[src/hw/rtl/fbc_pkg.sv]
// Shared widths, constants and types for the frustum box culling block.
// Used by every module of the block; depends on nothing else.
`timescale 1ns / 1ps

package fbc_pkg;

    localparam int FRAC_BITS   = 16;
    localparam int ELEM_W      = 32;
    localparam int COEF_W      = ELEM_W + 1;
    localparam int PROD_W      = COEF_W + ELEM_W;
    localparam int PART_W      = PROD_W + 1;
    localparam int DIST_W      = PART_W + 1;
    localparam int NUM_PLANES  = 6;
    localparam int NUM_PAIRS   = 8;
    localparam int PAIR_IDX_W  = $clog2(NUM_PAIRS);
    localparam int CFG_IDX_W   = PAIR_IDX_W + 1;
    localparam int CFG_DATA_W  = 2 * ELEM_W;

    typedef struct packed {
        logic signed [COEF_W-1:0] a;
        logic signed [COEF_W-1:0] b;
        logic signed [COEF_W-1:0] c;
        logic signed [COEF_W-1:0] d;
    } plane_coef_t;

    typedef struct packed {
        logic signed [ELEM_W-1:0] x;
        logic signed [ELEM_W-1:0] y;
        logic signed [ELEM_W-1:0] z;
    } corner_t;

    typedef struct packed {
        logic ld1;
        logic ld2;
    } pipe_ctl_t;

endpackage

[src/hw/rtl/frustum_box_cull.sv]
// Top level of the frustum box culling block: handshakes, pipeline valid
// tracking and the output register. Depends on fbc_pkg, fbc_cfg, fbc_plane_eval.
// Channel   Signals                                  Direction
// cfg       cfg_valid cfg_ready cfg_index cfg_data   write in
// in        in_valid in_ready min_* max_*            item in
// out       out_valid out_ready visible              item out
// One item is accepted per cycle while neither a stalled output nor a configuration
// write holds the input; each result passes the input register, the multiply stage
// and the partial sum stage into the output register.
// Reset clears the matrix to zero and empties the pipeline.
// Each stage holds its item while the next stage is full and stalled, so bubbles
// close up behind a stalled output. An item is not accepted in a cycle that
// carries a configuration write.
`timescale 1ns / 1ps

module frustum_box_cull
(
    input  logic                              clk,
    input  logic                              rst_n,
    input  logic                              cfg_valid,
    output logic                              cfg_ready,
    input  logic [fbc_pkg::CFG_IDX_W-1:0]     cfg_index,
    input  logic [fbc_pkg::CFG_DATA_W-1:0]    cfg_data,
    input  logic                              in_valid,
    output logic                              in_ready,
    input  logic signed [fbc_pkg::ELEM_W-1:0] min_x,
    input  logic signed [fbc_pkg::ELEM_W-1:0] min_y,
    input  logic signed [fbc_pkg::ELEM_W-1:0] min_z,
    input  logic signed [fbc_pkg::ELEM_W-1:0] max_x,
    input  logic signed [fbc_pkg::ELEM_W-1:0] max_y,
    input  logic signed [fbc_pkg::ELEM_W-1:0] max_z,
    output logic                              out_valid,
    input  logic                              out_ready,
    output logic                              visible
);

    fbc_pkg::plane_coef_t planes [fbc_pkg::NUM_PLANES];
    fbc_pkg::corner_t     box_min_reg, box_max_reg;
    fbc_pkg::pipe_ctl_t   ctl;
    logic [fbc_pkg::NUM_PLANES-1:0] outside;

    logic s0_valid_reg, s1_valid_reg, s2_valid_reg, s3_valid_reg;
    logic s0_valid_next, s1_valid_next, s2_valid_next, s3_valid_next;
    logic ready0, ready1, ready2, ready3;
    logic in_take;
    logic visible_reg, visible_next;

    assign cfg_ready = 1'b1;

    fbc_cfg u_cfg
    (
        .clk       (clk),
        .rst_n     (rst_n),
        .cfg_wr    (cfg_valid && cfg_ready),
        .cfg_index (cfg_index),
        .cfg_data  (cfg_data),
        .planes    (planes)
    );

    assign ready3 = !s3_valid_reg || out_ready;
    assign ready2 = !s2_valid_reg || ready3;
    assign ready1 = !s1_valid_reg || ready2;
    assign ready0 = !s0_valid_reg || ready1;

    assign in_ready = ready0 && !cfg_valid;
    assign in_take  = in_valid && in_ready;

    assign ctl.ld1 = ready1 && s0_valid_reg;
    assign ctl.ld2 = ready2 && s1_valid_reg;

    assign s0_valid_next = ready0 ? in_take      : s0_valid_reg;
    assign s1_valid_next = ready1 ? s0_valid_reg : s1_valid_reg;
    assign s2_valid_next = ready2 ? s1_valid_reg : s2_valid_reg;
    assign s3_valid_next = ready3 ? s2_valid_reg : s3_valid_reg;

    genvar gp;
    generate
        for (gp = 0; gp < fbc_pkg::NUM_PLANES; gp++)
        begin : g_plane
            fbc_plane_eval u_plane
            (
                .clk     (clk),
                .ctl     (ctl),
                .coef    (planes[gp]),
                .box_min (box_min_reg),
                .box_max (box_max_reg),
                .outside (outside[gp])
            );
        end
    endgenerate

    assign visible_next = ~|outside;

    always_ff @(posedge clk or negedge rst_n)
    begin
        if (!rst_n)
        begin
            s0_valid_reg <= 1'b0;
            s1_valid_reg <= 1'b0;
            s2_valid_reg <= 1'b0;
            s3_valid_reg <= 1'b0;
        end
        else
        begin
            s0_valid_reg <= s0_valid_next;
            s1_valid_reg <= s1_valid_next;
            s2_valid_reg <= s2_valid_next;
            s3_valid_reg <= s3_valid_next;
        end
    end

    always_ff @(posedge clk)
    begin
        if (in_take)
        begin
            box_min_reg.x <= min_x;
            box_min_reg.y <= min_y;
            box_min_reg.z <= min_z;
            box_max_reg.x <= max_x;
            box_max_reg.y <= max_y;
            box_max_reg.z <= max_z;
        end
        if (ready3 && s2_valid_reg)
        begin
            visible_reg <= visible_next;
        end
    end

    assign out_valid = s3_valid_reg;
    assign visible   = visible_reg;

endmodule

[src/hw/rtl/fbc_cfg.sv]
// Matrix configuration registers and registered clip plane extraction.
// Depends on fbc_pkg.
`timescale 1ns / 1ps

module fbc_cfg
(
    input  logic                              clk,
    input  logic                              rst_n,
    input  logic                              cfg_wr,
    input  logic [fbc_pkg::CFG_IDX_W-1:0]     cfg_index,
    input  logic [fbc_pkg::CFG_DATA_W-1:0]    cfg_data,
    output fbc_pkg::plane_coef_t              planes [fbc_pkg::NUM_PLANES]
);

    logic [fbc_pkg::CFG_DATA_W-1:0] mat_pair_reg [fbc_pkg::NUM_PAIRS];
    fbc_pkg::plane_coef_t           plane_reg    [fbc_pkg::NUM_PLANES];
    fbc_pkg::plane_coef_t           plane_next   [fbc_pkg::NUM_PLANES];
    logic signed [fbc_pkg::ELEM_W-1:0] m [4][4];

    always_ff @(posedge clk or negedge rst_n)
    begin
        if (!rst_n)
        begin
            for (int i = 0; i < fbc_pkg::NUM_PAIRS; i++)
            begin
                mat_pair_reg[i] <= '0;
            end
        end
        else if (cfg_wr && (cfg_index < fbc_pkg::CFG_IDX_W'(fbc_pkg::NUM_PAIRS)))
        begin
            mat_pair_reg[cfg_index[fbc_pkg::PAIR_IDX_W-1:0]] <= cfg_data;
        end
    end

    always_comb
    begin
        for (int c = 0; c < 4; c++)
        begin
            for (int r = 0; r < 4; r++)
            begin
                if ((r & 1) != 0)
                begin
                    m[c][r] = mat_pair_reg[fbc_pkg::PAIR_IDX_W'(c * 2 + (r >> 1))]
                              [fbc_pkg::CFG_DATA_W-1:fbc_pkg::ELEM_W];
                end
                else
                begin
                    m[c][r] = mat_pair_reg[fbc_pkg::PAIR_IDX_W'(c * 2 + (r >> 1))]
                              [fbc_pkg::ELEM_W-1:0];
                end
            end
        end
    end

    always_comb
    begin
        logic signed [fbc_pkg::COEF_W-1:0] k_coef [4];
        logic signed [fbc_pkg::COEF_W-1:0] base;
        logic signed [fbc_pkg::COEF_W-1:0] other;
        for (int p = 0; p < fbc_pkg::NUM_PLANES; p++)
        begin
            for (int k = 0; k < 4; k++)
            begin
                base  = fbc_pkg::COEF_W'(m[k][3]);
                other = fbc_pkg::COEF_W'(m[k][p >> 1]);
                if ((p & 1) != 0)
                begin
                    k_coef[k] = base - other;
                end
                else
                begin
                    k_coef[k] = base + other;
                end
            end
            plane_next[p].a = k_coef[0];
            plane_next[p].b = k_coef[1];
            plane_next[p].c = k_coef[2];
            plane_next[p].d = k_coef[3];
        end
    end

    always_ff @(posedge clk)
    begin
        for (int p = 0; p < fbc_pkg::NUM_PLANES; p++)
        begin
            plane_reg[p] <= plane_next[p];
        end
    end

    always_comb
    begin
        for (int p = 0; p < fbc_pkg::NUM_PLANES; p++)
        begin
            planes[p] = plane_reg[p];
        end
    end

endmodule

[src/hw/rtl/fbc_plane_eval.sv]
// Signed distance of the positive box vertex to one clip plane, over two
// register stages; the last add and sign test feed the output stage.
// Depends on fbc_pkg.
`timescale 1ns / 1ps

module fbc_plane_eval
(
    input  logic                  clk,
    input  fbc_pkg::pipe_ctl_t    ctl,
    input  fbc_pkg::plane_coef_t  coef,
    input  fbc_pkg::corner_t      box_min,
    input  fbc_pkg::corner_t      box_max,
    output logic                  outside
);

    logic signed [fbc_pkg::COEF_W-1:0] ca, cb, cc, cd;
    logic signed [fbc_pkg::ELEM_W-1:0] px, py, pz;

    logic signed [fbc_pkg::PROD_W-1:0] prod_x_reg, prod_y_reg, prod_z_reg;
    logic signed [fbc_pkg::PROD_W-1:0] prod_x_next, prod_y_next, prod_z_next;
    logic signed [fbc_pkg::PART_W-1:0] d_sh_reg, d_sh_next;
    logic signed [fbc_pkg::PART_W-1:0] part_xy_reg, part_zd_reg;
    logic signed [fbc_pkg::PART_W-1:0] part_xy_next, part_zd_next;
    logic signed [fbc_pkg::DIST_W-1:0] dist_sum;

    assign ca = coef.a;
    assign cb = coef.b;
    assign cc = coef.c;
    assign cd = coef.d;

    // The positive vertex takes the max corner where the normal is not negative.
    assign px = ca[fbc_pkg::COEF_W-1] ? box_min.x : box_max.x;
    assign py = cb[fbc_pkg::COEF_W-1] ? box_min.y : box_max.y;
    assign pz = cc[fbc_pkg::COEF_W-1] ? box_min.z : box_max.z;

    assign prod_x_next = fbc_pkg::PROD_W'(ca) * fbc_pkg::PROD_W'(px);
    assign prod_y_next = fbc_pkg::PROD_W'(cb) * fbc_pkg::PROD_W'(py);
    assign prod_z_next = fbc_pkg::PROD_W'(cc) * fbc_pkg::PROD_W'(pz);
    assign d_sh_next   = fbc_pkg::PART_W'(cd) <<< fbc_pkg::FRAC_BITS;

    assign part_xy_next = fbc_pkg::PART_W'(prod_x_reg) + fbc_pkg::PART_W'(prod_y_reg);
    assign part_zd_next = fbc_pkg::PART_W'(prod_z_reg) + d_sh_reg;

    always_ff @(posedge clk)
    begin
        if (ctl.ld1)
        begin
            prod_x_reg <= prod_x_next;
            prod_y_reg <= prod_y_next;
            prod_z_reg <= prod_z_next;
            d_sh_reg   <= d_sh_next;
        end
        if (ctl.ld2)
        begin
            part_xy_reg <= part_xy_next;
            part_zd_reg <= part_zd_next;
        end
    end

    assign dist_sum = fbc_pkg::DIST_W'(part_xy_reg) + fbc_pkg::DIST_W'(part_zd_reg);
    assign outside  = dist_sum[fbc_pkg::DIST_W-1];

endmodule

[config.mk]
export PLATFORM = sky130hd
export DESIGN_NAME = frustum_box_cull
export DESIGN_NICKNAME = d
export VERILOG_FILES = /design/src/hw/rtl/fbc_pkg.sv /design/src/hw/rtl/frustum_box_cull.sv /design/src/hw/rtl/fbc_cfg.sv /design/src/hw/rtl/fbc_plane_eval.sv
export SDC_FILE = /design/constraint.sdc
export NUM_CORES = 1
export LEC_CHECK = 0
export ABC_AREA = 1
export BUFFER_PORTS_ARGS = -buffer_cell sky130_fd_sc_hd__clkbuf_2
export CAP_MARGIN = 20
export CORE_AREA = 2 2 104 106
export CTS_CLUSTER_DIAMETER = 200
export DETAILED_ROUTE_END_ITERATION = 10
export DIE_AREA = 0 0 106 108
export PLACE_DENSITY_LB_ADDON = 0.12
export SYNTH_ARGS = -nofsm -noshare
export SYNTH_HDL_FRONTEND = slang
export SYNTH_SLANG_ARGS = --single-unit
[constraint.sdc]
create_clock -name clk -period 1.3 [get_ports clk]
set_clock_uncertainty 0.05 [all_clocks]
set_input_delay 0.13 -clock clk [delete_from_list [all_inputs] [get_ports clk]]
set_output_delay 0.13 -clock clk [all_outputs]
set_load 0.005 [all_outputs]
==> results.cfg <==
[timing]
clock.fmax_mhz = 855
final_setup_slack_of_the_worst_path_ns = 0.130
setup-tns-final_ns = 0
rsz0062_at_grt = no
final-setup-viol-count = 0
final_max_slew_viol_count = 0
timing.final.hold_violations = 0
post-route-period-util_pct = 90.0
timing.final.crit_period_ns = 1.17

[final_layout]
total_nets_final = 296
multi_input_combinational_cell_area_sq_um = 55.1
area_growth_syn_to_layout_pct = 132
seq_area_sq_um = 100
n_diodes = 0
drive_gt1_share_pct = 34.5
post-route-util_pct = 4.12
final_cell_area_sq_um = 422
filler_cell_count = 1206

[floorplanning]
pin_count = 269
initial_cell_density_of_the_core_pct = 1.77
placementRows = 37
placeableCoreArea_sq_um = 10200
floorplan.die.width_um = 106
floorplan.die_area_sq_um = 11400
die_boundary_height_um = 108

[clock_network]
post_cts_resized = 0
cts_htree_levels = 1
max-clock-path-buffers = 2
clk_latency_ns = 0.22
hold_buffers = 1
clkSlewWorstSetupHoldPaths_ns = 0.03
tritoncts = built
clock_buffers_created_by_tritoncts = 3
tritoncts_num_sinks = 4
post-cts-setup-buffers = 0
ctsRootBufferMaster = clkbuf_8

[placement]
place_worst_setup_slack_ns = 0.328
gp_routability_congestion = 0.629
port_buffers = 6
detailed_place_hpwl_um = 343
placed_cell_area_sq_um = 370

[worst_setup_path]
critPathKind = reg -> out
cp.required_ns = 1.12
worst-path-stages = 4
critical_path.most_common_cell = nor2_1
critical_path_peak_fanout = 3
setup.worst_path.end_class = output pin
worstPathCellList = nand4_2 > nor2_1 > nor2_1 > clkbuf_2
cp.buffers_inverters = 1
worst_path_max_delay_cell = dfrtp_1
crit_path_start_kind = flop
worst_path_largest_cell_delay_ns = 0.37
critical_path.top_delay_family = flip-flops
r2r_slack_ns = 0.53
worstRegToRegCells = 2
worst-endpoint-arrival_ns = 0.99

[yosys]
synthesized_area_per_cell_sq_um = 9.07
synth-seq-cells = 4
ys_warn_count = 0
postSynthCellCount = 20
synth-seq-area-share_pct = 55.2
post_synth_instance_area_sq_um = 181
synthDistinctLibCells = 10

[route]
routed_wl_um = 416
drc = 0
firstDrtPassIters = 2
vias = 145
routed_via_density = 0.879
maxUsedRoutingLayer = met4
drtIter0Drc = 4
antenna_violating_nets_post_route = 0
wl_met2_um = 176
wl_per_cell_um = 2.52
routed-wl-met3_um = 48
route.layer.met1.wl_um = 173

[global_routing]
grt_util_all_layers_pct = 0.863
grt_remaining_overflow = 0
vias_in_the_first_global_route = 142
grt_max_degree = 5
antenna_violations_before_repair = 0
grt_pass1_wl_um = 641

[status]
status = complete, no violations

[power_and_ir_drop]
power_frac_seq_pct = 32.8
internal_power_mw = 0.354
leakage_nw = 0.148
power.density_cell_area_nw_per_um2 = 1070
netSwitchingFraction_pct = 21.8
clkPwrFrac_pct = 59.0
vdd.ir_drop.worst_mv = 0.292
p_sw_mw = 0.0984
finalPower_mw = 0.452
comb_power_share_pct = 8.2

[job]
maxCapViolCount = 0

[hold_path]
hold_path_class = in -> reg
hold-path-cell-count = 3
-- logic make-up after synthesis --
group	Yosys count	synth area share, %
DFF	4	55.2
and+or+nand+nor	7	19.3
AOI/OAI and AO/OA	2	6.90
other	1	2.07
buffers and inverters	6	16.5
-- worst paths after layout --
check,start,end
setup reg to reg,out_valid,s0_valid_reg
hold reg to reg,s1_valid_reg,s2_valid_reg
max in group asynchronous,rst_n,s0_valid_reg
setup / recovery,out_valid,in_ready
hold / removal,in_valid,s0_valid_reg
min in group asynchronous,rst_n,out_valid
-- area by class of cell --
| cell class | count | share of cell area (%) |
|---|---|---|
| clock buffers | 3 | 9.79 |
| inverters | 4 | 3.56 |
| multi-input cells | 11 | 13.1 |
| flip-flops and latches | 4 | 23.7 |
| well taps | 136 | 40.4 |
| repair buffers | 7 | 9.50 |
-- synth_stat cells (all sizes together) --
cell type	instances	area, sq um
buf	2	15.0
clkinv	1	3.75
conb	1	3.75
dfrtp	4	100
inv	3	11.3
nand2	4	15.0
nand4	1	12.5
nor2	2	7.51
o21ai	1	5.00
o21bai	1	7.51
-- layout by cell type, fill, tap and decap left out --
master,synthesis,final
clkbuf_8,0,3
inv_1,3,3
nand2_1,4,4
clkbuf_2,0,6
clkinv_1,1,1
o21bai_1,1,1
o21ai_1,1,1
nor2_1,2,2
nand4_2,1,1
conb_1,1,2
dfrtp_1,4,4
dlygate4sd3_1,0,1
-- power by group through the flow --
stage | clock network [mW] | registers (mW) | logic, mW
final | 0.267 | 0.148 | 0.0370
after global routing | 0.282 | 0.151 | 0.0432
after CTS | 0.272 | 0.149 | 0.0384
after detailed placement | 0 | 0.151 | 0.0355
after global placement | 0 | 0.150 | 0.0364
after floorplan | 0 | 0.148 | 0.0214
-- tightest hold or removal path: cells and delay by family --
family / cells / cell delay (ns)
AOI/OAI and AO/OA: 1 / 0.06
buffers and inverters: 1 / 0.08
and+or+nand+nor: 1 / 0.05
-- layer usage --
| metal | vias to the layer above | track usage (%) |
|---|---|---|
| met4 | 0 | 1.69 |
| met5 | - | 0 |
| met3 | 2 | 0.422 |
| met2 | 10 | 0.876 |
| li1 | 75 | - |
| met1 | 58 | 0.868 |
-- metrics by stage --
step / std cells / hold slack (ns)
floorplan: 21 / -0.216
global placement: 161 / -0.0983
detailed placement: 161 / -0.0987
CTS: 165 / 0.0883
global route: 165 / 0.0982
finish: 165 / 0.0857
(Power assumes the default switching activity.)
